### src/rtl/core/dbht_pkg.sv
`default_nettype none

package dbht_pkg;

    // field widths
    localparam int OP_W        = 2;
    localparam int WIDTH_W     = 15;
    localparam int HEIGHT_W    = 15;
    localparam int BPP_W       = 7;
    localparam int HANDLE_W    = 7;
    localparam int OFFSET_W    = 64;
    localparam int STATUS_W    = 2;
    localparam int PITCH_OUT_W = 18;
    localparam int SIZE_W      = 32;

    // internal pitch width: (width * bpp / 8) rounded up to 64 fits in 20 bits
    localparam int PITCH_W     = 20;
    localparam int PROD1_W     = WIDTH_W + BPP_W;
    localparam int PROD2_W     = PITCH_W + HEIGHT_W;

    // stream word widths
    localparam int IN_TDATA_W  = 112;
    localparam int OUT_TDATA_W = 128;

    // table size and page rounding
    localparam int MAX_HANDLES_DEF = 64;
    localparam int PAGE_BYTES      = 4096;
    localparam logic [SIZE_W-1:0] PAGE_MASK = SIZE_W'(PAGE_BYTES - 1);
    localparam logic [PITCH_W-1:0] PITCH_ROUND = PITCH_W'(63);

    // first map offset handed out after reset
    localparam logic [OFFSET_W-1:0] OFFSET_START = 64'h0000_0001_0000_0000;

    // request codes
    localparam logic [OP_W-1:0] OP_CREATE  = 2'd0;
    localparam logic [OP_W-1:0] OP_DESTROY = 2'd1;
    localparam logic [OP_W-1:0] OP_GET     = 2'd2;
    localparam logic [OP_W-1:0] OP_FIND    = 2'd3;

    // status codes
    localparam logic [STATUS_W-1:0] STS_OK         = 2'd0;
    localparam logic [STATUS_W-1:0] STS_NO_SLOT    = 2'd1;
    localparam logic [STATUS_W-1:0] STS_BAD_HANDLE = 2'd2;
    localparam logic [STATUS_W-1:0] STS_NOT_FOUND  = 2'd3;

    // one table entry
    typedef struct packed {
        logic                valid;
        logic [SIZE_W-1:0]   size;
        logic [OFFSET_W-1:0] offset;
    } slot_t;

endpackage

`default_nettype wire

### src/rtl/core/dbht_geom.sv
`default_nettype none

module dbht_geom
    import dbht_pkg::*;
(
    input  wire logic                clk,
    input  wire logic                rst_n,
    input  wire logic                start,
    input  wire logic [WIDTH_W-1:0]  buf_width,
    input  wire logic [HEIGHT_W-1:0] buf_height,
    input  wire logic [BPP_W-1:0]    bits_per_pixel,
    output logic                     done,
    output logic [PITCH_W-1:0]       pitch,
    output logic [SIZE_W-1:0]        size
);

    logic [3:0]          vld_reg;
    logic [PROD1_W-1:0]  prod1_reg;
    logic [HEIGHT_W-1:0] height_reg;
    logic [PITCH_W-1:0]  pitch_reg;
    logic [PROD2_W-1:0]  prod2_reg;
    logic [SIZE_W-1:0]   size_reg;

    logic [PITCH_W-1:0]  pitch_sum;
    logic [SIZE_W-1:0]   size_sum;

    // bytes per row rounded up to 64, size rounded up to a page
    assign pitch_sum = PITCH_W'(prod1_reg[PROD1_W-1:3]) + PITCH_ROUND;
    assign size_sum  = prod2_reg[SIZE_W-1:0] + PAGE_MASK;

    // stage valids
    always_ff @(posedge clk or negedge rst_n)
    begin
        if (!rst_n)
        begin
            vld_reg <= '0;
        end
        else
        begin
            vld_reg <= {vld_reg[2:0], start};
        end
    end

    // multiply, round, multiply, round
    always_ff @(posedge clk)
    begin
        if (start)
        begin
            prod1_reg  <= PROD1_W'(buf_width) * PROD1_W'(bits_per_pixel);
            height_reg <= buf_height;
        end
        if (vld_reg[0])
        begin
            pitch_reg <= {pitch_sum[PITCH_W-1:6], 6'b0};
        end
        if (vld_reg[1])
        begin
            prod2_reg <= PROD2_W'(pitch_reg) * PROD2_W'(height_reg);
        end
        if (vld_reg[2])
        begin
            size_reg <= size_sum & ~PAGE_MASK;
        end
    end

    assign done  = vld_reg[3];
    assign pitch = pitch_reg;
    assign size  = size_reg;

endmodule

`default_nettype wire

### config.mk
export PLATFORM = sky130hd
export DESIGN_NAME = dbht_geom
export DESIGN_NICKNAME = d
export VERILOG_FILES = /design/src/rtl/core/dbht_pkg.sv /design/src/rtl/core/dbht_geom.sv
export SDC_FILE = /design/constraint.sdc
export NUM_CORES = 1
export LEC_CHECK = 0
export ABC_AREA = 1
export ABC_CLOCK_PERIOD_IN_PS = 6500
export BUFFER_PORTS_ARGS = -buffer_cell sky130_fd_sc_hd__buf_2
export CAP_MARGIN = 20
export CORE_UTILIZATION = 65
export CTS_BUF_LIST = sky130_fd_sc_hd__clkbuf_4 sky130_fd_sc_hd__clkbuf_8
export CTS_CLUSTER_SIZE = 8
export DETAILED_ROUTE_END_ITERATION = 6
export GPL_ROUTABILITY_DRIVEN = 0
export PLACE_DENSITY = 0.81
export SKIP_LAST_GASP = 1
export SYNTH_ARGS = -nofsm -noshare
export SYNTH_HDL_FRONTEND = slang
export SYNTH_SLANG_ARGS = --single-unit
### constraint.sdc
create_clock -name clk -period 6.5 [get_ports clk]
set_input_delay 0.65 -clock clk [delete_from_list [all_inputs] [get_ports clk]]
set_output_delay 0.65 -clock clk [all_outputs]
set_load 0.01 [all_outputs]
# [Yosys cells after proc, flatten, opt, wreduce, memory -nomap -nowiden]
# Cells that the tools add are included.
[op_classes] n_addsub=2 n_mul=2
[op_table] op="$add A32 B12 Y32 const B" n=1
[op_table] op="$mul A14 B15 Y26" n=1
[op_table] op="$mul A15 B7 Y22" n=1
[op_table] op="$add A19 B6 Y20 const B" n=1
[word_totals] reg_bits=107 in_bits=40 output_inout_bits=53 wordCells=10

# [Logic depth before layout (Yosys ltp)]
[depth] word_depth=1 ltp_mapped=27 depth_no_buf=26

# [Worst setup path after synthesis]
# Ideal clock, no wire load.
[synth_path] path_kind="reg2reg" startpoint="register pitch_reg[8] (netlist: pitch[8])" endpoint="register prod2_reg[31], data pin" t_required_ns=6.248 stages_incl_launch_ff=26 setup_ns=0.252 arrival_ns=5.009 period_less_slack_ns=5.261 path_slack_ns=1.239 n_path_buf=1 cell_sequence="edfxtp_1 -> clkbuf_1 -> nand2_1 -> inv_1 -> fa_1 -> inv_1 -> fa_1 -> inv_1 -> fa_1 -> inv_1 -> fa_1 -> inv_1 -> fa_1 -> inv_1 -> fa_1 -> inv_1 -> ha_1 -> nand2_1 -> nor2_2 -> nand2_1 -> nor2_1 -> nand2_1 -> nand3_2 -> inv_1 -> nand2_1 -> nand2_1"
[synth_via] elab_chain_cells=1
[synth_lines] item="from (decl)" line_no="dbht_geom.sv:20" text="logic [PITCH_W-1:0] pitch_reg;"
[synth_lines] item="from (signal assigned)" line_no="dbht_geom.sv:54" text="pitch_reg <= {pitch_sum[PITCH_W-1:6], 6'b0};"
[synth_lines] item="$mul A14 B15 Y26" line_no="dbht_geom.sv:58" text="prod2_reg <= PROD2_W'(pitch_reg) * PROD2_W'(height_reg);"
[synth_lines] item="to (signal assigned)" line_no="dbht_geom.sv:58"
[synth_lines] item="to (decl)" line_no="dbht_geom.sv:21" text="logic [PROD2_W-1:0] prod2_reg;"
# Every way passes these cells.
# A chain may end at the register's enable or synchronous reset.

# [Final worst setup path]
[layout_path] startpoint="register height_reg[7]" endpoint="register prod2_reg[28], data pin"
[layout_via] elab_chain_cells=1
[layout_lines] item="from (decl)" line_no="dbht_geom.sv:19" text="logic [HEIGHT_W-1:0] height_reg;"
[layout_lines] item="from (signal assigned)" line_no="dbht_geom.sv:50" text="height_reg <= buf_height;"
[layout_lines] item="$mul A14 B15 Y26" line_no="dbht_geom.sv:58"
# Every way passes these cells.

==> metrics.md <==
| Metric | Value |
|---|---|
| Final setup skew | 0.0183 ns |
| Buffers added on ports | 74 |
| Detail Route Antenna Nets | 0 |
| Number of inserted diodes | 0 |
| Synth Cell Area | 14600 µm² |
| Pins over their slew limit | 0 |
| Clock latency at the later pin of the worst-skew pair | 0.40 ns |
| Max-capacitance violation count | 0 |
| Total of flip-flops plus latches after synthesis | 98 |
| Initial antenna violation count | 0 |
| Class of the tightest hold or removal check | input pin to asynchronous set/reset pin |
| Clock tree from TritonCTS | done |
| Buffer cell driving the clock tree root | clkbuf_8 |
| Sink Count | 98 |
| Height of the chip | 152 µm |
| Resize count post-CTS | 0 |
| Starting DRC count in detailed routing | 1198 |
| Post-synthesis area per instance | 7.95 µm² |
| Vias in the first global route | 11900 |
| Number of vias per cell after detailed routing | 5.38 |
| Overall die area | 23100 µm² |
| Pin count of the biggest net entering global routing | 36 |
| Post-CTS clock slew at the launch and capture registers of the worst setup and hold paths | 0.11 ns |
| Count of yosys warnings during synthesis | 0 |
| Detail-routed net length per standard cell | 14.9 µm |
| Number of levels in the clock H-tree | 3 |
| Synth unique cells | 36 |
| Drt total wl | 32.5 mm |
| Nets | 2258 |
| Width of the die | 152 µm |
| Global-route usage over all layers | 0.302 |
| Setup violation total in the final timing report | 0 |
| Final period demand of the worst path | 5.60 ns |
| Register area share after synthesis | 0.200 |
| Share of the clock period used by the worst path | 0.862 |
| Worst Path Max Fanout | 14 |
| Fraction of layout instances using a drive strength above 1 | 0.0671 |
| Post-route setup TNS | 0 ns |
| Final number of hold-violating endpoints | 0 |
| Worst stage delay on the critical path | 0.66 ns |
| Mapped Cells | 1840 |
| Growth of design area from synthesis to finish | 4.87% |
| Outcome | finished with violations |
| Max-slew headroom at the worst pin | 0.306 |
| Area of the placeable core | 22000 µm² |
| Sum of overflow across all layers after global routing | 0 |
| Critical path type | flip-flop to flip-flop |
| Unrepaired setup endpoints after global routing | no |
| Transition time of the tightest slew-check pin | 1.04 ns |
| Detailed Routing Iterations Pass 1 | 7 |
| Hpwl dp | 26.5 mm |
| Total DRC errors in the routed layout | 11 |
| Critical Path RT | 6.67 ns |
| Largest register FFs | 26 |
| Critical-path top delay cell | edfxtp_1 |
| Sort of element at the end of the critical path | flip-flop |
| Maximum buffer depth of the clock tree | 2 |
| Fmax | 0.179 GHz |
| Cts bufs inserted | 9 |
| First-pass GRT wire length | 55.6 mm |
| Cts-stage hold buffer count | 0 |
| Buffers inserted during post-CTS setup optimization | 0 |
| Violations in the final reports | DRC |
| I/O pin count | 93 |
| Worst endpoint data arrival time | 5.77 ns |
| Via count of the routed design | 11700 |
| Sequence of cells on the critical path | nand2_1 -> inv_1 -> fa_1 -> inv_1 -> fa_1 -> inv_1 -> fa_1 -> inv_1 -> fa_1 -> inv_1 -> fa_1 -> inv_1 -> fa_1 -> inv_1 -> ha_1 -> nand2_1 -> inv_1 -> nand2_1 -> nor3_1 -> nand3_1 -> nand4_1 -> nand2_1 |
| Standard-cell row count | 54 |
| Sort of element at the start of the critical path | flip-flop |
| Effective utilization at floorplan | 0.666 |
| Most repeated library cell on the critical path | inv_1 |
[cell type report]
cell class / instances / area, µm²
Multi-Input combinational cell: 1226 / 9690
Timing Repair Buffer: 76 / 385
Fill cell: 1730 / 6620
Sequential cell: 98 / 2920
Clock inverter: 7 / 63.8
Clock buffer: 9 / 124
Tap cell: 280 / 350
Inverter: 478 / 1790
[final timing paths]
kind	start	endpoint	slack [ns]	cells past startpoint
setup / recovery	height_reg[7]$_DFFE_PP_	prod2_reg[28]$_DFFE_PP_	0.90	22
hold reg to reg	prod1_reg[10]$_DFFE_PP_	pitch[7]$_DFFE_PP_	0.58	2
setup reg to reg	height_reg[7]$_DFFE_PP_	prod2_reg[28]$_DFFE_PP_	0.90	22
min in group clk	buf_height[0]	height_reg[0]$_DFFE_PP_	0.42	1
hold / removal	rst_n	vld_reg[3]$_DFF_PN0_	0.05	1
max in group asynchronous	rst_n	vld_reg[0]$_DFF_PN0_	6.34	1
[Yosys cell counts, drive strengths merged]
| library cell | count | area share |
|---|---|---|
| inv | 477 | 0.12 |
| edfxtp | 94 | 0.19 |
| ha | 114 | 0.098 |
| o21ai | 12 | 0.0044 |
| xnor2 | 12 | 0.0072 |
| nor2 | 89 | 0.025 |
| and2 | 1 | 0.00043 |
| nand3b | 5 | 0.0026 |
| clkinv | 1 | 0.00026 |
| buf | 18 | 0.0092 |
| o21a | 1 | 0.00051 |
| nor3b | 1 | 0.00051 |
| xor2 | 33 | 0.020 |
| nor3 | 16 | 0.0075 |
| o21bai | 2 | 0.0010 |
| dfrtp | 4 | 0.0068 |
| conb | 1 | 0.00026 |
| clkbuf | 37 | 0.0096 |
| a21o | 3 | 0.0015 |
| a21oi | 44 | 0.015 |
| nand3 | 57 | 0.020 |
| nand2 | 580 | 0.15 |
| or2 | 1 | 0.00043 |
| fa | 215 | 0.29 |
| nand4 | 22 | 0.0094 |
[critical path: cells and delay by family, from the launching register on]
| family | cells | cell delay (ns) |
|---|---|---|
| flip-flops | 1 | 0.66 |
| buffers and inverters | 8 | 0.47 |
| adder cells (fa/ha/maj) | 7 | 3.30 |
| AND/OR/NAND/NOR | 7 | 0.94 |
[stage by stage]
| step | utilization | instance area (µm²) | std cells | hold WS (ns) | setup WS, ns |
|---|---|---|---|---|---|
| finish | 0.698 | 15300 | 2174 | 0.0469 | 0.900 |
| global route | 0.698 | 15300 | 2174 | 0.0442 | 0.623 |
| CTS | 0.698 | 15300 | 2174 | 0.0382 | 0.951 |
| detailed placement | 0.690 | 15100 | 2158 | 0.457 | 0.960 |
| global placement | 0.690 | 15100 | 2158 | 0.456 | 1.05 |
| floorplan | - | 14700 | 1857 | 0.354 | 1.24 |
[routing by layer]
layer | up-vias | global-route usage | share of wire
li1 | 5489 | - | -
met1 | 5584 | 0.426 | 0.42
met2 | 572 | 0.473 | 0.46
met3 | 52 | 0.0608 | 0.10
met4 | 0 | 0.0928 | 0.022
met5 | - | 0 | 0
[cell usage in the layout, fill, tap and decap left out, drive strengths merged, types with 16 or more instances in the layout]
cell,n
a21oi,44
buf,76
conb,18
edfxtp,94
fa,215
ha,114
inv,479
nand2,580
nand3,57
nand4,22
nor2,89
nor3,16
xor2,33
[cell families (layout without fill, tap and decap cells)]
family	Yosys count	in the layout	share of synthesized area
other	1	18	0.000256
and+or+nand+nor	772	772	0.217
xor gates and xnor gates	45	45	0.0270
adders and majority gates	329	329	0.392
DFF	98	98	0.200
buffers and inverters	533	570	0.142
AOI/OAI and AO/OA	62	62	0.0228
Power is not shown: default switching activity piles up to over one toggle a cycle in this logic, so the estimate is an artifact.
